## src/hw/rtl/gdbs_pkg.sv

```systemverilog
// Shared types, constants and fixed-point helpers of the blended setpoint block.
package gdbs_pkg;

  localparam logic [2:0] OP_EXPERT_POS  = 3'd0;
  localparam logic [2:0] OP_LEARNER_POS = 3'd1;
  localparam logic [2:0] OP_EXPERT_BTN  = 3'd2;
  localparam logic [2:0] OP_LEARNER_BTN = 3'd3;
  localparam logic [2:0] OP_TICK        = 3'd4;

  localparam logic [1:0] CMD_MOVE      = 2'd0;
  localparam logic [1:0] CMD_STOP_IDLE = 2'd1;
  localparam logic [1:0] CMD_STOP_WS   = 2'd2;

  localparam logic [1:0] CFG_ALPHA      = 2'd0;
  localparam logic [1:0] CFG_MAN_ENABLE = 2'd1;
  localparam logic [1:0] CFG_MAN_SCALE  = 2'd2;

  localparam logic [16:0] ONE_Q16       = 17'd65536;
  localparam logic [16:0] ALPHA_RESET   = 17'd52429;
  localparam logic [16:0] MAN_RESET     = 17'd6554;
  localparam logic [16:0] RAMP_MIN      = 17'd6554;
  localparam logic signed [17:0] FILT_OLD  = 18'sd55706;
  localparam logic signed [17:0] FILT_NEW  = 18'sd9830;
  localparam logic signed [17:0] RAMP_GAIN = 18'sd58982;
  // floor(RAMP_GAIN * 2^19 / H_SPAN); the ramp quotient estimate is taken 19 bits down.
  localparam logic signed [17:0] RAMP_RECIP = 18'sd94522;
  localparam logic [18:0] H_SPAN        = 19'd327155;
  localparam logic signed [32:0] H_SPAN_NEG = -33'sd327155;
  localparam logic signed [31:0] H_HIGH = 32'sd661022;
  localparam logic signed [31:0] H_LOW  = 32'sd333867;
  localparam logic signed [31:0] WS_X_MIN = -32'sd6375342;
  localparam logic signed [31:0] WS_X_MAX = 32'sd1677722;
  localparam logic signed [31:0] WS_Y_MIN = -32'sd5872026;
  localparam logic signed [31:0] WS_Y_MAX = 32'sd5872026;
  localparam logic signed [31:0] WS_Z_MIN = -32'sd335544;
  localparam logic signed [31:0] WS_Z_MAX = 32'sd6375342;

  typedef struct packed {
    logic en;
    logic clr;
  } mac_ctl_t;

  // Round to nearest at 16 fractional bits, ties toward positive infinity.
  function automatic logic signed [35:0] rnd_q16(input logic signed [51:0] v);
    logic signed [51:0] w;
    w = v + 52'sd32768;
    return w[51:16];
  endfunction

  function automatic logic signed [31:0] sat32(input logic signed [39:0] v);
    logic signed [31:0] r;
    if (v > 40'sd2147483647) r = 32'sh7fffffff;
    else if (v < -40'sd2147483648) r = 32'sh80000000;
    else r = v[31:0];
    return r;
  endfunction

  function automatic logic [16:0] clamp_q16(input logic [16:0] v);
    return (v > ONE_Q16) ? ONE_Q16 : v;
  endfunction

endpackage

```

## src/hw/rtl/gdbs_ifs.sv

```systemverilog
// Handshake interfaces for the event, result and register-write channels.
interface gdbs_in_if;
  logic valid;
  logic ready;
  logic [2:0] operation;
  logic signed [31:0] hand_x;
  logic signed [31:0] hand_y;
  logic signed [31:0] hand_z;
  logic pressed;
  logic tool_valid;
  logic signed [31:0] tool_x;
  logic signed [31:0] tool_y;
  logic signed [31:0] tool_z;
  logic signed [31:0] tool_rx;
  logic signed [31:0] tool_ry;
  logic signed [31:0] tool_rz;
  modport source (output valid, operation, hand_x, hand_y, hand_z, pressed, tool_valid,
                  tool_x, tool_y, tool_z, tool_rx, tool_ry, tool_rz, input ready);
  modport sink (input valid, operation, hand_x, hand_y, hand_z, pressed, tool_valid,
                tool_x, tool_y, tool_z, tool_rx, tool_ry, tool_rz, output ready);
endinterface

interface gdbs_out_if;
  logic valid;
  logic ready;
  logic [1:0] command;
  logic signed [31:0] target_x;
  logic signed [31:0] target_y;
  logic signed [31:0] target_z;
  logic signed [31:0] target_rx;
  logic signed [31:0] target_ry;
  logic signed [31:0] target_rz;
  logic [16:0] scale_applied;
  modport source (output valid, command, target_x, target_y, target_z, target_rx,
                  target_ry, target_rz, scale_applied, input ready);
  modport sink (input valid, command, target_x, target_y, target_z, target_rx,
                target_ry, target_rz, scale_applied, output ready);
endinterface

interface gdbs_cfg_if;
  logic valid;
  logic ready;
  logic [1:0] index;
  logic [16:0] data;
  modport source (output valid, index, data, input ready);
  modport sink (input valid, index, data, output ready);
endinterface

```

## src/hw/rtl/gdbs_mac.sv

```systemverilog
// Shared multiply-accumulate unit used by every multiplying step of the sequencer.
module gdbs_mac (
  input  logic                   clk,
  input  gdbs_pkg::mac_ctl_t     ctl,
  input  logic signed [32:0]     op_a,
  input  logic signed [17:0]     op_b,
  output logic signed [51:0]     acc
);

  logic signed [51:0] acc_r;
  logic signed [50:0] prod;

  assign prod = op_a * op_b;
  assign acc = acc_r;

  always_ff @(posedge clk) begin
    if (ctl.en) begin
      acc_r <= (ctl.clr ? 52'sd0 : acc_r) + 52'(prod);
    end
  end

endmodule

```

## src/hw/rtl/gated_dual_blend_setpoint.sv

```systemverilog
// Top level of the gated dual-arm blended setpoint generator.
//
// Events enter on in_ch (valid/ready); one transaction is one event: a hand
// position, a button, or a control tick with the measured tool pose. Results
// leave on out_ch; only ticks produce one. Register writes use cfg_ch, which
// is always ready and should be used only while the block is idle.
// All multiplications run through one shared multiply-accumulate unit under a
// sequencer, so in_ch.ready is low while an event is being worked on.
// Button and unknown events and the first position after a release are
// handled in the idle state; later positions run three axes of two products
// and a writeback. A tick with one or both arms held accumulates the held
// arms and blends the axes; when the scale is neither manual nor pinned at an
// end of the height ramp, it first takes a reciprocal multiply and one correction.
// A stop with nobody holding goes straight to the emit step; a tick with nobody
// holding and nothing moving returns to idle.
// The result sits in an output register; the next event is accepted while
// it waits. A tick that finishes while the receiver stalls holds in its
// emit step until the register frees up.
// Reset is synchronous; the arm and register state clears at once, no clearing pass.
module gated_dual_blend_setpoint (
  input  logic             clk,
  input  logic             rst_n,
  gdbs_in_if.sink          in_ch,
  gdbs_out_if.source       out_ch,
  gdbs_cfg_if.sink         cfg_ch
);

  typedef enum logic [8:0] {
    S_IDLE  = 9'b000000001,
    S_FILT  = 9'b000000010,
    S_TICK  = 9'b000000100,
    S_RMUL  = 9'b000001000,
    S_RDIV  = 9'b000010000,
    S_ACC   = 9'b000100000,
    S_BLEND = 9'b001000000,
    S_FIN   = 9'b010000000,
    S_EMIT  = 9'b100000000
  } state_t;

  state_t state_r;

  logic signed [31:0] filt_r [2][3];
  logic signed [31:0] anch_r [2][3];
  logic signed [31:0] sum_r  [2][3];
  logic [1:0] fvalid_r, held_r, hbef_r;
  logic signed [31:0] rpos_r [3];
  logic signed [31:0] rrot_r [3];
  logic moving_r;
  logic signed [31:0] height_r;
  logic [16:0] alpha_r, mscale_r;
  logic men_r;

  logic signed [31:0] raw_r  [3];
  logic signed [31:0] tpos_r [3];
  logic signed [31:0] trot_r [3];
  logic tvalid_r;

  logic arm_r;
  logic [1:0] ax_r, sub_r;
  logic [16:0] wa_r, scale_r;
  logic [15:0] quo_r;
  logic signed [31:0] tgt_r [3];
  logic [1:0] cmd_r;
  logic zero_r;

  logic out_valid_r;
  logic [1:0] out_cmd_r;
  logic signed [31:0] out_tgt_r [3];
  logic signed [31:0] out_rot_r [3];
  logic [16:0] out_scale_r;

  gdbs_pkg::mac_ctl_t mac_ctl;
  logic signed [32:0] mac_a;
  logic signed [17:0] mac_b;
  logic signed [51:0] mac_acc;
  logic signed [35:0] acc_rnd;

  logic div_ge;
  logic in_take, out_free, in_box;

  gdbs_mac u_mac (
    .clk  (clk),
    .ctl  (mac_ctl),
    .op_a (mac_a),
    .op_b (mac_b),
    .acc  (mac_acc)
  );

  assign acc_rnd = gdbs_pkg::rnd_q16(mac_acc);
  // The remainder left by the quotient estimate is below twice the span.
  assign div_ge  = mac_acc[19:0] >= {1'b0, gdbs_pkg::H_SPAN};

  assign in_ch.ready  = (state_r == S_IDLE);
  assign in_take      = in_ch.valid && in_ch.ready;
  assign cfg_ch.ready = 1'b1;
  assign out_free     = !out_valid_r || out_ch.ready;

  assign in_box = (tgt_r[0] >= gdbs_pkg::WS_X_MIN) && (tgt_r[0] <= gdbs_pkg::WS_X_MAX) &&
                  (tgt_r[1] >= gdbs_pkg::WS_Y_MIN) && (tgt_r[1] <= gdbs_pkg::WS_Y_MAX) &&
                  (tgt_r[2] >= gdbs_pkg::WS_Z_MIN) && (tgt_r[2] <= gdbs_pkg::WS_Z_MAX);

  assign out_ch.valid         = out_valid_r;
  assign out_ch.command       = out_cmd_r;
  assign out_ch.target_x      = out_tgt_r[0];
  assign out_ch.target_y      = out_tgt_r[1];
  assign out_ch.target_z      = out_tgt_r[2];
  assign out_ch.target_rx     = out_rot_r[0];
  assign out_ch.target_ry     = out_rot_r[1];
  assign out_ch.target_rz     = out_rot_r[2];
  assign out_ch.scale_applied = out_scale_r;

  // Operand selection for the shared multiply-accumulate unit.
  always_comb begin
    mac_ctl = '0;
    mac_a   = '0;
    mac_b   = '0;
    case (state_r)
      S_FILT: begin
        mac_ctl.en  = (sub_r != 2'd2);
        mac_ctl.clr = (sub_r == 2'd0);
        if (sub_r == 2'd0) begin
          mac_a = 33'(filt_r[arm_r][ax_r]);
          mac_b = gdbs_pkg::FILT_OLD;
        end else begin
          mac_a = 33'(raw_r[ax_r]);
          mac_b = gdbs_pkg::FILT_NEW;
        end
      end
      S_RMUL: begin
        mac_ctl.en  = 1'b1;
        mac_ctl.clr = 1'b1;
        mac_a = 33'(height_r) - 33'(gdbs_pkg::H_LOW);
        mac_b = gdbs_pkg::RAMP_RECIP;
      end
      S_RDIV: begin
        mac_ctl.en  = (sub_r != 2'd2);
        mac_ctl.clr = (sub_r == 2'd0);
        if (sub_r == 2'd0) begin
          mac_a = 33'(height_r) - 33'(gdbs_pkg::H_LOW);
          mac_b = gdbs_pkg::RAMP_GAIN;
        end else begin
          mac_a = gdbs_pkg::H_SPAN_NEG;
          mac_b = $signed({2'b00, quo_r});
        end
      end
      S_ACC: begin
        mac_ctl.en  = (sub_r == 2'd0);
        mac_ctl.clr = 1'b1;
        mac_a = 33'(filt_r[arm_r][ax_r]) - 33'(anch_r[arm_r][ax_r]);
        mac_b = $signed({1'b0, scale_r});
      end
      S_BLEND: begin
        mac_ctl.en  = (sub_r != 2'd2);
        mac_ctl.clr = (sub_r == 2'd0);
        if (sub_r == 2'd0) begin
          mac_a = 33'(sum_r[0][ax_r]);
          mac_b = $signed({1'b0, wa_r});
        end else begin
          mac_a = 33'(sum_r[1][ax_r]);
          mac_b = $signed({1'b0, 17'(gdbs_pkg::ONE_Q16 - wa_r)});
        end
      end
      default: begin
        mac_ctl = '0;
      end
    endcase
  end

  always_ff @(posedge clk) begin
    if (!rst_n) begin
      state_r     <= S_IDLE;
      fvalid_r    <= '0;
      held_r      <= '0;
      hbef_r      <= '0;
      moving_r    <= 1'b0;
      height_r    <= gdbs_pkg::H_HIGH;
      alpha_r     <= gdbs_pkg::ALPHA_RESET;
      men_r       <= 1'b0;
      mscale_r    <= gdbs_pkg::MAN_RESET;
      out_valid_r <= 1'b0;
      for (int a = 0; a < 2; a++) begin
        for (int i = 0; i < 3; i++) begin
          filt_r[a][i] <= '0;
          anch_r[a][i] <= '0;
          sum_r[a][i]  <= '0;
        end
      end
      for (int i = 0; i < 3; i++) begin
        rpos_r[i] <= '0;
        rrot_r[i] <= '0;
      end
    end else begin
      if (cfg_ch.valid) begin
        case (cfg_ch.index)
          gdbs_pkg::CFG_ALPHA:      alpha_r  <= gdbs_pkg::clamp_q16(cfg_ch.data);
          gdbs_pkg::CFG_MAN_ENABLE: men_r    <= cfg_ch.data[0];
          gdbs_pkg::CFG_MAN_SCALE:  mscale_r <= gdbs_pkg::clamp_q16(cfg_ch.data);
          default: begin
          end
        endcase
      end

      if (out_valid_r && out_ch.ready && state_r != S_EMIT) begin
        out_valid_r <= 1'b0;
      end

      case (state_r)
        S_IDLE: begin
          if (in_take) begin
            case (in_ch.operation)
              gdbs_pkg::OP_EXPERT_POS, gdbs_pkg::OP_LEARNER_POS: begin
                arm_r <= in_ch.operation[0];
                if (fvalid_r[in_ch.operation[0]]) begin
                  raw_r[0] <= in_ch.hand_x;
                  raw_r[1] <= in_ch.hand_y;
                  raw_r[2] <= in_ch.hand_z;
                  ax_r     <= 2'd0;
                  sub_r    <= 2'd0;
                  state_r  <= S_FILT;
                end else begin
                  // First sample after a release loads the filter directly.
                  filt_r[in_ch.operation[0]][0] <= in_ch.hand_x;
                  filt_r[in_ch.operation[0]][1] <= in_ch.hand_y;
                  filt_r[in_ch.operation[0]][2] <= in_ch.hand_z;
                  fvalid_r[in_ch.operation[0]]  <= 1'b1;
                end
              end
              gdbs_pkg::OP_EXPERT_BTN, gdbs_pkg::OP_LEARNER_BTN: begin
                held_r[in_ch.operation[0]] <= in_ch.pressed;
                if (!in_ch.pressed) begin
                  fvalid_r[in_ch.operation[0]] <= 1'b0;
                end
              end
              gdbs_pkg::OP_TICK: begin
                tvalid_r  <= in_ch.tool_valid;
                tpos_r[0] <= in_ch.tool_x;
                tpos_r[1] <= in_ch.tool_y;
                tpos_r[2] <= in_ch.tool_z;
                trot_r[0] <= in_ch.tool_rx;
                trot_r[1] <= in_ch.tool_ry;
                trot_r[2] <= in_ch.tool_rz;
                state_r   <= S_TICK;
              end
              default: begin
              end
            endcase
          end
        end

        S_FILT: begin
          if (sub_r == 2'd2) begin
            filt_r[arm_r][ax_r] <= gdbs_pkg::sat32(40'(acc_rnd));
            sub_r <= 2'd0;
            if (ax_r == 2'd2) begin
              fvalid_r[arm_r] <= 1'b1;
              state_r <= S_IDLE;
            end else begin
              ax_r <= ax_r + 2'd1;
            end
          end else begin
            sub_r <= sub_r + 2'd1;
          end
        end

        S_TICK: begin
          if (held_r == 2'b00) begin
            hbef_r <= 2'b00;
            if (moving_r) begin
              moving_r <= 1'b0;
              cmd_r    <= gdbs_pkg::CMD_STOP_IDLE;
              zero_r   <= 1'b1;
              state_r  <= S_EMIT;
            end else begin
              state_r <= S_IDLE;
            end
          end else begin
            if (held_r != hbef_r) begin
              // The held set changed: re-anchor to the measured pose if there is one.
              if (tvalid_r) begin
                for (int i = 0; i < 3; i++) begin
                  rpos_r[i] <= tpos_r[i];
                  rrot_r[i] <= trot_r[i];
                end
                for (int a = 0; a < 2; a++) begin
                  if (held_r[a]) begin
                    for (int i = 0; i < 3; i++) begin
                      anch_r[a][i] <= filt_r[a][i];
                      sum_r[a][i]  <= '0;
                    end
                  end
                end
              end
              hbef_r <= held_r;
            end
            if (held_r == 2'b11) wa_r <= alpha_r;
            else if (held_r[0]) wa_r <= gdbs_pkg::ONE_Q16;
            else wa_r <= '0;
            arm_r <= !held_r[0];
            ax_r  <= 2'd0;
            sub_r <= 2'd0;
            if (men_r) begin
              scale_r <= mscale_r;
              state_r <= S_ACC;
            end else if (height_r <= gdbs_pkg::H_LOW) begin
              scale_r <= gdbs_pkg::RAMP_MIN;
              state_r <= S_ACC;
            end else if (height_r >= gdbs_pkg::H_HIGH) begin
              scale_r <= gdbs_pkg::ONE_Q16;
              state_r <= S_ACC;
            end else begin
              state_r <= S_RMUL;
            end
          end
        end

        S_RMUL: begin
          state_r <= S_RDIV;
        end

        S_RDIV: begin
          // The reciprocal estimate is the ramp quotient or one below it; the
          // remainder against the span decides which.
          if (sub_r == 2'd0) begin
            quo_r <= mac_acc[34:19];
            sub_r <= 2'd1;
          end else if (sub_r == 2'd1) begin
            sub_r <= 2'd2;
          end else begin
            scale_r <= gdbs_pkg::RAMP_MIN + {1'b0, quo_r + 16'(div_ge)};
            sub_r   <= 2'd0;
            state_r <= S_ACC;
          end
        end

        S_ACC: begin
          if (sub_r == 2'd0) begin
            sub_r <= 2'd1;
          end else begin
            sum_r[arm_r][ax_r]  <= gdbs_pkg::sat32(40'(sum_r[arm_r][ax_r]) + 40'(acc_rnd));
            anch_r[arm_r][ax_r] <= filt_r[arm_r][ax_r];
            sub_r <= 2'd0;
            if (ax_r == 2'd2) begin
              ax_r <= 2'd0;
              if (!arm_r && held_r[1]) begin
                arm_r <= 1'b1;
              end else begin
                state_r <= S_BLEND;
              end
            end else begin
              ax_r <= ax_r + 2'd1;
            end
          end
        end

        S_BLEND: begin
          if (sub_r == 2'd2) begin
            tgt_r[ax_r] <= gdbs_pkg::sat32(40'(rpos_r[ax_r]) + 40'(acc_rnd));
            sub_r <= 2'd0;
            if (ax_r == 2'd2) begin
              state_r <= S_FIN;
            end else begin
              ax_r <= ax_r + 2'd1;
            end
          end else begin
            sub_r <= sub_r + 2'd1;
          end
        end

        S_FIN: begin
          height_r <= tgt_r[2];
          moving_r <= in_box;
          cmd_r    <= in_box ? gdbs_pkg::CMD_MOVE : gdbs_pkg::CMD_STOP_WS;
          zero_r   <= 1'b0;
          state_r  <= S_EMIT;
        end

        S_EMIT: begin
          if (out_free) begin
            out_valid_r <= 1'b1;
            out_cmd_r   <= cmd_r;
            out_scale_r <= zero_r ? 17'd0 : scale_r;
            for (int i = 0; i < 3; i++) begin
              out_tgt_r[i] <= zero_r ? 32'sd0 : tgt_r[i];
              out_rot_r[i] <= zero_r ? 32'sd0 : rrot_r[i];
            end
            state_r <= S_IDLE;
          end
        end

        default: begin
          state_r <= S_IDLE;
        end
      endcase
    end
  end

endmodule

```

## src/flat_wrapper.sv

```systemverilog
// flat-port wrapper written by rule: the top's interface ports become plain ports
module gated_dual_blend_setpoint_flat 
  (clk, rst_n, in_ch_valid, in_ch_operation, in_ch_hand_x, in_ch_hand_y, in_ch_hand_z, in_ch_pressed, in_ch_tool_valid, in_ch_tool_x, in_ch_tool_y, in_ch_tool_z, in_ch_tool_rx, in_ch_tool_ry, in_ch_tool_rz, in_ch_ready, out_ch_valid, out_ch_command, out_ch_target_x, out_ch_target_y, out_ch_target_z, out_ch_target_rx, out_ch_target_ry, out_ch_target_rz, out_ch_scale_applied, out_ch_ready, cfg_ch_valid, cfg_ch_index, cfg_ch_data, cfg_ch_ready);
  gdbs_in_if in_ch_i ();
  gdbs_out_if out_ch_i ();
  gdbs_cfg_if cfg_ch_i ();
  input  logic clk;
  input  logic rst_n;
  input wire logic [$bits(in_ch_i.valid)-1:0] in_ch_valid;
  input wire logic [$bits(in_ch_i.operation)-1:0] in_ch_operation;
  input wire logic [$bits(in_ch_i.hand_x)-1:0] in_ch_hand_x;
  input wire logic [$bits(in_ch_i.hand_y)-1:0] in_ch_hand_y;
  input wire logic [$bits(in_ch_i.hand_z)-1:0] in_ch_hand_z;
  input wire logic [$bits(in_ch_i.pressed)-1:0] in_ch_pressed;
  input wire logic [$bits(in_ch_i.tool_valid)-1:0] in_ch_tool_valid;
  input wire logic [$bits(in_ch_i.tool_x)-1:0] in_ch_tool_x;
  input wire logic [$bits(in_ch_i.tool_y)-1:0] in_ch_tool_y;
  input wire logic [$bits(in_ch_i.tool_z)-1:0] in_ch_tool_z;
  input wire logic [$bits(in_ch_i.tool_rx)-1:0] in_ch_tool_rx;
  input wire logic [$bits(in_ch_i.tool_ry)-1:0] in_ch_tool_ry;
  input wire logic [$bits(in_ch_i.tool_rz)-1:0] in_ch_tool_rz;
  output wire logic [$bits(in_ch_i.ready)-1:0] in_ch_ready;
  output wire logic [$bits(out_ch_i.valid)-1:0] out_ch_valid;
  output wire logic [$bits(out_ch_i.command)-1:0] out_ch_command;
  output wire logic [$bits(out_ch_i.target_x)-1:0] out_ch_target_x;
  output wire logic [$bits(out_ch_i.target_y)-1:0] out_ch_target_y;
  output wire logic [$bits(out_ch_i.target_z)-1:0] out_ch_target_z;
  output wire logic [$bits(out_ch_i.target_rx)-1:0] out_ch_target_rx;
  output wire logic [$bits(out_ch_i.target_ry)-1:0] out_ch_target_ry;
  output wire logic [$bits(out_ch_i.target_rz)-1:0] out_ch_target_rz;
  output wire logic [$bits(out_ch_i.scale_applied)-1:0] out_ch_scale_applied;
  input wire logic [$bits(out_ch_i.ready)-1:0] out_ch_ready;
  input wire logic [$bits(cfg_ch_i.valid)-1:0] cfg_ch_valid;
  input wire logic [$bits(cfg_ch_i.index)-1:0] cfg_ch_index;
  input wire logic [$bits(cfg_ch_i.data)-1:0] cfg_ch_data;
  output wire logic [$bits(cfg_ch_i.ready)-1:0] cfg_ch_ready;
  assign in_ch_i.valid = in_ch_valid;
  assign in_ch_i.operation = in_ch_operation;
  assign in_ch_i.hand_x = in_ch_hand_x;
  assign in_ch_i.hand_y = in_ch_hand_y;
  assign in_ch_i.hand_z = in_ch_hand_z;
  assign in_ch_i.pressed = in_ch_pressed;
  assign in_ch_i.tool_valid = in_ch_tool_valid;
  assign in_ch_i.tool_x = in_ch_tool_x;
  assign in_ch_i.tool_y = in_ch_tool_y;
  assign in_ch_i.tool_z = in_ch_tool_z;
  assign in_ch_i.tool_rx = in_ch_tool_rx;
  assign in_ch_i.tool_ry = in_ch_tool_ry;
  assign in_ch_i.tool_rz = in_ch_tool_rz;
  assign in_ch_ready = in_ch_i.ready;
  assign out_ch_valid = out_ch_i.valid;
  assign out_ch_command = out_ch_i.command;
  assign out_ch_target_x = out_ch_i.target_x;
  assign out_ch_target_y = out_ch_i.target_y;
  assign out_ch_target_z = out_ch_i.target_z;
  assign out_ch_target_rx = out_ch_i.target_rx;
  assign out_ch_target_ry = out_ch_i.target_ry;
  assign out_ch_target_rz = out_ch_i.target_rz;
  assign out_ch_scale_applied = out_ch_i.scale_applied;
  assign out_ch_i.ready = out_ch_ready;
  assign cfg_ch_i.valid = cfg_ch_valid;
  assign cfg_ch_i.index = cfg_ch_index;
  assign cfg_ch_i.data = cfg_ch_data;
  assign cfg_ch_ready = cfg_ch_i.ready;
  gated_dual_blend_setpoint u_core (.clk(clk), .rst_n(rst_n), .in_ch(in_ch_i), .out_ch(out_ch_i), .cfg_ch(cfg_ch_i));
endmodule
```

## config.mk

```make
export PLATFORM = sky130hd
export DESIGN_NAME = gated_dual_blend_setpoint_flat
export DESIGN_NICKNAME = d
export VERILOG_FILES = /design/src/hw/rtl/gdbs_pkg.sv /design/src/hw/rtl/gdbs_ifs.sv /design/src/hw/rtl/gdbs_mac.sv /design/src/hw/rtl/gated_dual_blend_setpoint.sv /design/src/flat_wrapper.sv
export SDC_FILE = /design/constraint.sdc
export NUM_CORES = 2
export LEC_CHECK = 0
export ABC_AREA = 1
export BUFFER_PORTS_ARGS = -buffer_cell sky130_fd_sc_hd__buf_2
export CAP_MARGIN = 20
export CORE_ASPECT_RATIO = 0.5
export CORE_MARGIN = 1.5
export CORE_UTILIZATION = 35
export DETAILED_ROUTE_END_ITERATION = 6
export GPL_TIMING_DRIVEN = 0
export MAX_ROUTING_LAYER = met4
export PLACE_DENSITY = 0.55
export SETUP_SLACK_MARGIN = 0.15
export SLEW_MARGIN = 15
export SYNTH_ARGS = -nofsm -noshare
export SYNTH_HDL_FRONTEND = slang
export SYNTH_HIERARCHICAL = 1
export SYNTH_SLANG_ARGS = --single-unit
```

## constraint.sdc

```tcl
create_clock -name clk -period 67.2 [get_ports clk]
set_clock_uncertainty 0.15 [all_clocks]
set_input_delay 6.72 -clock clk [delete_from_list [all_inputs] [get_ports clk]]
set_output_delay 6.72 -clock clk [all_outputs]
set_load 0.02 [all_outputs]
```

After elaboration in Yosys (flattened, before gate mapping)
Memory sizes are Yosys's and may differ from the RTL's. A register that Yosys moved wholly into a read port is not among the register bits.
Cells that the tools add are included.
Word-level totals
  register bits after elaboration: 214
  memories kept: 11
  output and inout port bits: 214
  bits of input ports: 317
  word-level logic and storage cells: 404
  memory bits (writable): 1344
Operators by class
  multiply operators: 1
  bitwise gates (word level): 24
  multiplexer cells: 214
  reductions and logical operators: 52
  $add $sub $neg: 11
  equal/unequal tests: 47
  order comparisons: 22
Memory list
  u_core.anch_r: words 2, width 96, rd ports 1, clocked after Yosys merged registers in 1, write ports 2, line gated_dual_blend_setpoint.sv:43  | logic signed [31:0] anch_r [2][3];
  u_core.filt_r: words 2, width 96, rd ports 3, clocked after Yosys merged registers in 1, write ports 2, line gated_dual_blend_setpoint.sv:42  | logic signed [31:0] filt_r [2][3];
  u_core.sum_r: words 2, width 96, rd ports 3, clocked after Yosys merged registers in 1, write ports 2, line gated_dual_blend_setpoint.sv:44  | logic signed [31:0] sum_r [2][3];
  u_core.out_rot_r: words 3, width 32, rd ports 3, clocked after Yosys merged registers in 0, write ports 3, line gated_dual_blend_setpoint.sv:69  | logic signed [31:0] out_rot_r [3];
  u_core.out_tgt_r: words 3, width 32, rd ports 3, clocked after Yosys merged registers in 0, write ports 3, line gated_dual_blend_setpoint.sv:68  | logic signed [31:0] out_tgt_r [3];
  u_core.raw_r: words 3, width 32, rd ports 1, clocked after Yosys merged registers in 1, write ports 3, line gated_dual_blend_setpoint.sv:53  | logic signed [31:0] raw_r [3];
  +5 memories
Operators by type and width (count)
  32-bit two-way mux: 50
  96-bit two-way mux: 9
  96-bit OR reduction: 4
  32-bit binary-select mux with 2-bit select: 5
  17-bit two-way mux: 10
  33-bit case mux with 5 select lines: 1
  9-bit two-way mux: 16
  33-bit two-way mux: 3
  17-bit case mux with 5 select lines: 1
  9-bit case mux with 9 select lines: 1
  40-bit by 32-bit > comparator with 1-bit output, second input constant: 2
  40-bit by 32-bit < comparator with 1-bit output, second input constant: 2
  1-bit two-way mux: 76
  32-bit by 36-bit adder with 37-bit output: 2
  32-bit demux with 2-bit select: 1
  32-bit by 24-bit greater-or-equal comparator with 1-bit output, second input constant: 2
  32-bit by 24-bit less-or-equal comparator with 1-bit output, second input constant: 2
  52-bit by 17-bit adder with 52-bit output, second input constant: 1
  52-bit by 51-bit adder with 52-bit output: 1
  52-bit two-way mux: 1
  33-bit by 18-bit multiplier with 51-bit output: 1
  2-bit two-way mux: 23
  36-bit by 32-bit > comparator with 1-bit output, second input constant: 1
  36-bit by 32-bit < comparator with 1-bit output, second input constant: 1
  other kinds (73): 155

Depth between registers and ports, before layout
  word-level depth: 12
  depth in mapped cells: 60
  depth with buffers taken out: 52

By module
The synthesis kept the hierarchy.
By module, submodules not included
  gated_dual_blend_setpoint: sequential area each 44442.6 um^2, times used 1, area each 74400.1 um^2, cells an instance 7892
  gdbs_mac: sequential area each 1561.5 um^2, times used 1, area each 25744.7 um^2, cells an instance 3292

Least setup slack after synthesis
No wires, ideal clock.
  kind: input to register
  start point: in rst_n
  end point: mem u_core.tpos_r[0][0] (enable)
  stages on the path: 3
  data arrival time: 25129 ps
  path slack: 40709 ps
  required time: 65839 ps
  setup time: 1211 ps
  path buffers: 1
  cells stage by stage: clkbuf_1 > nand3_1 > nor4_1
RTL lines
  from (decl): line flat_wrapper.sv:8  | input logic rst_n;
  to (decl): line gated_dual_blend_setpoint.sv:54  | logic signed [31:0] tpos_r [3];

Worst setup path in the final report
  start point: reg u_core.ax_r[0]
  end point: reg u_core.u_mac.acc_r[27] (netlist: u_core/u_mac/acc[27]) (data pin)
Between the ends
  cells in the longest elaborated chain, start to end: 8
  elaborated cells on any way between the ends: 19
  those cells by class: add/sub: 2; mul: 1; mux: 15; bitwise: 1
RTL lines
  from (decl): line gated_dual_blend_setpoint.sv:59  | logic [1:0] ax_r, sub_r;
  from (signal assigned): line gated_dual_blend_setpoint.sv:258  | ax_r <= ax_r + 2'd1;
  from (signal assigned): line gated_dual_blend_setpoint.sv:350  | ax_r <= ax_r + 2'd1;
  from (signal assigned): line gated_dual_blend_setpoint.sv:362  | ax_r <= ax_r + 2'd1;
  2-bit inverter with 3-bit output (not written as such) *
  32-bit binary-select mux with 2-bit select, on equally long branches
  32-bit two-way mux, on equally long branches (2 in series)
  32-bit by 32-bit subtractor with 33-bit output (tied with other cells): line gated_dual_blend_setpoint.sv:149  | mac_a = 33'(filt_r[arm_r][ax_r]) - 33'(anch_r[arm_r][ax_r]);
  33-bit case mux with 5 select lines *: line gated_dual_blend_setpoint.sv:117  | case (state_r)
  named net u_core.mac_a[23]: line gated_dual_blend_setpoint.sv:73  | logic signed [32:0] mac_a;
  33-bit by 18-bit multiplier with 51-bit output *: line gdbs_mac.sv:13  | assign prod = op_a * op_b;
  52-bit by 51-bit adder with 52-bit output *: line gdbs_mac.sv:18  | acc_r <= (ctl.clr ? 52'sd0 : acc_r) + 52'(prod);
  to (signal assigned): line gdbs_mac.sv:18
  to (decl): line gdbs_mac.sv:10  | logic signed [51:0] acc_r;
Mark *: on every way through the listed nets, which the timed path passes. The rest lies on a longest branch. The select of a mux whose other input is x is not followed.
A chain may end at the register's enable or synchronous reset.

==> impl_metrics.py <==
metrics = {
    "routing": {
        "drc": 0,
        "drt_iter0_drc": 11400,
        "via_count": 85400,
        "via_per_inst": 5.35,
        "drt_wl_total_um": 465000,
        "wl_per_cell_um": 29.2,
        "postRouteAntennaNets": 0,
        "drtPass1Iterations": 6,
    },
    "sta": {
        "slew-limit-headroom": 0.115,
        "worst_slew_pin_slew_ns": 1.32,
        "rsz0062_at_grt": "false",
        "setup_viol": 0,
        "setup_tns_ns": 0,
        "hold_viol": 0,
        "fin_crit_ns": 16.53,
        "holdWs_ns": 0.321,
        "slew_viol_final": 0,
        "max_freq_mhz": 60.5,
        "fin_crit_sh": 0.246,
    },
    "layout": {
        "multiInputGateArea_mm2": 0.0444,
        "finalNetCount": 13200,
        "seq_area_mm2": 0.0460,
        "fillers": 28600,
        "drive_gt1_frac": 0.104,
        "area_growth_pct": 14.6,
    },
    "synthesis": {
        "synth_cell_type_count": 75,
        "post-synth-top-area-cell": "edfxtp_1",
        "synth_area_mm2": 0.100,
        "syn_nets": 12400,
        "async_flop_share": 0,
        "synth_common_cells": "nand2_1 (2320), inv_1 (2048), edfxtp_1 (1474)",
        "synth.area.top_cells": "edfxtp_1 (44%), fa_1 (13%), nand2_1 (8.7%)",
        "yosys_warnings": 6,
        "seq_area_frac_synth": 0.459,
        "synthFlopType": "edfxtp_1",
        "synth_enable_flop_cells": 1474,
        "syn_inst": 11200,
        "yosysTopAreaCellShare": 0.442,
        "yosysMostFrequentCell": "nand2_1",
        "syn_avg_cell_area_um2": 8.95,
        "synth-seq-cells": 1561,
    },
    "worst_setup_path": {
        "startpoint_type": "flop",
        "end_kind": "flop",
        "cp_max_fo": 10,
        "path_class": "flop to flop",
        "path_depth": 47,
        "crit_required_ns": 67.58,
        "worst_path_dominant_cell_family": "buffers and inverters",
        "arrival_ns": 16.91,
        "path_common_cell": "nand2_1",
        "rrSetupSlack_ns": 50.67,
        "crit_buf_inv": 14,
        "critPathMaxStageDelay_ns": 0.98,
        "slowest_stage": "clkbuf_1",
        "reg2reg_depth": 47,
    },
    "power_and_ir_drop": {
        "switching_share": 0.447,
        "clock_power_share": 0.246,
        "internal-power_mw": 2.08,
        "p_per_area_mw_per_mm2": 32.7,
        "switching_power_mw": 1.68,
        "p_leak_nw": 52.3,
        "sequentialPowerShare": 0.313,
        "irDropWorstVdd_uv": 22.2,
        "comb_power_share": 0.442,
    },
    "global_routing": {
        "gr-total-overflow": 0,
        "grt_pass1_vias": 81900,
        "grt_use_total": 0.322,
        "grt_max_degree": 39,
        "grt_pass1_wl_um": 637000,
        "antenna_found_initial": 87,
    },
    "clock_tree": {
        "insertion_delay_ns": 0.87,
        "cts-root-buf": "clkbuf_16",
        "htreeDepth": 4,
        "tritoncts": "yes",
        "cts_buffer_depth": 4,
        "clk_pin_slew_ns": 0.07,
        "cts_setup_buffers": 0,
        "cts_resized": 0,
        "cts_made_buffers": 163,
        "clock_sinks": 1561,
        "cts-hold-fix-buffers": 0,
    },
    "worst_hold_path": {
        "hp-class": "flop to flop",
        "holdPathStages": 2,
    },
    "floorplan": {
        "die-area_mm2": 0.290,
        "io_pins": 531,
        "core_mm2": 0.284,
        "start_util": 0.353,
        "dieHeight_um": 381,
        "chipWidth_um": 759,
        "rows": 138,
    },
    "place": {
        "place_congestion": 1.05,
        "dpl.hpwl_um": 381000,
        "port_buffers": 528,
    },
    "outcome": {
        "status": "finished, final reports clean",
    },
    "run": {
        "maxCapViolCount": 0,
    },
}
[per-layer routing]
layer  vias to the layer above  share of wire  GRT usage
met1                     42600           0.41      0.423
met2                      4381           0.44      0.485
met5                         -              0          -
met3                       896          0.099     0.0717
li1                      37500              -          -
met4                         0          0.048      0.129
[area by class of cell]
cell class,instances,area share
Tap cell,3780,0.0412
Clock buffer,199,0.0375
Multi-Input combinational cell,6998,0.387
Sequential cell,1561,0.401
Buffer,509,0.0178
Clock inverter,83,0.00759
Inverter,2116,0.0692
Antenna cell,43,0.000938
Timing Repair Buffer,666,0.0375
[cells in the final DEF, fill, tap and decap left out, types with 43 or more instances in the layout]
cell type,Yosys,layout
xnor2_1,52,52
nor3_1,79,75
ha_1,254,254
nor2_1,1268,1261
o22ai_1,110,110
xor2_1,107,102
fa_1,627,627
a21oi_1,566,566
clkbuf_1,415,434
buf_1,50,46
buf_2,29,579
inv_1,2048,2048
nand2_2,70,74
o211ai_1,44,44
clkbuf_16,0,165
buf_4,9,58
nand4_1,74,74
nand2_1,2320,2311
edfxtp_1,1474,1474
nand3_1,287,285
inv_2,60,60
diode_2,0,43
dfxtp_1,87,87
o21ai_0,691,680
or2_2,56,56
[worst min-delay path, cell delays in order, from the launching register on]
cell	delay, ns
dfxtp_1	0.32
inv_1	0.05
a21oi_1	0.05
[worst paths after layout]
path,from,endpoint
setup / recovery,u_core/ax_r[0]$_DFFE_PP_,u_core/u_mac/acc[27]$_DFFE_PP_
hold / removal,flop,flop
setup reg to reg,u_core/ax_r[0]$_DFFE_PP_,u_core/u_mac/acc[27]$_DFFE_PP_
hold reg to reg,flop,flop
[through the flow]
step	worst slack, ns	instances	utilization	power, mW	area, um2
finish	50.67	16000	0.404	3.75	115000
global route	50.63	15900	0.404	3.89	115000
CTS	51.31	15900	0.404	3.71	115000
detailed placement	51.41	15600	0.385	2.79	109000
global placement	29.49	15500	0.379	2.78	108000
floorplan	40.71	11200	-	2.09	100000
[logic make-up (layout without fill, tap and decap cells)]
logic type / after synthesis / after routing / share of synthesized area
and+or+nand+nor: 4260 / 4260 / 0.174
buffers and inverters: 2625 / 3573 / 0.0996
AOI/OAI and AO/OA: 1686 / 1686 / 0.0955
DFF: 1561 / 1561 / 0.459
adders and majority gates: 881 / 881 / 0.157
xor gates and xnor gates: 159 / 159 / 0.0139
muxes: 10 / 10 / 0.00100
other: 2 / 45 / 0.0000750
[sequential cells by signal, summed over array words and instances (netlist names), 9 cells and up, named ones only]
register                     count
u_core/u_mac/acc                52
u_core/alpha_r                  17
u_core/rpos_r                   96
u_core/sum_r                   192
u_core/height_r                 32
u_core/trot_r                   96
u_core/out_rot_r                96
u_core/quo_r                    16
u_core/tpos_r                   96
u_core/wa_r                     17
u_core/filt_r                  192
u_core/scale_r                  17
u_core/anch_r                  192
u_core/mscale_r                 17
u_core/state_r                   9
u_core/raw_r                    96
u_core/out_tgt_r                96
u_core/tgt_r                    96
u_core/rrot_r                   96
u_core/out_ch.scale_applied     17
[power by group through the flow]
stage	Sequential, mW	Combinational (mW)	Clock (mW)
CTS	1.17	1.60	0.934
global placement	1.20	1.58	0
floorplan	1.18	0.915	0
finish	1.17	1.66	0.923
global route	1.17	1.75	0.970
detailed placement	1.19	1.59	0
Power figures use the tool's default switching activity.
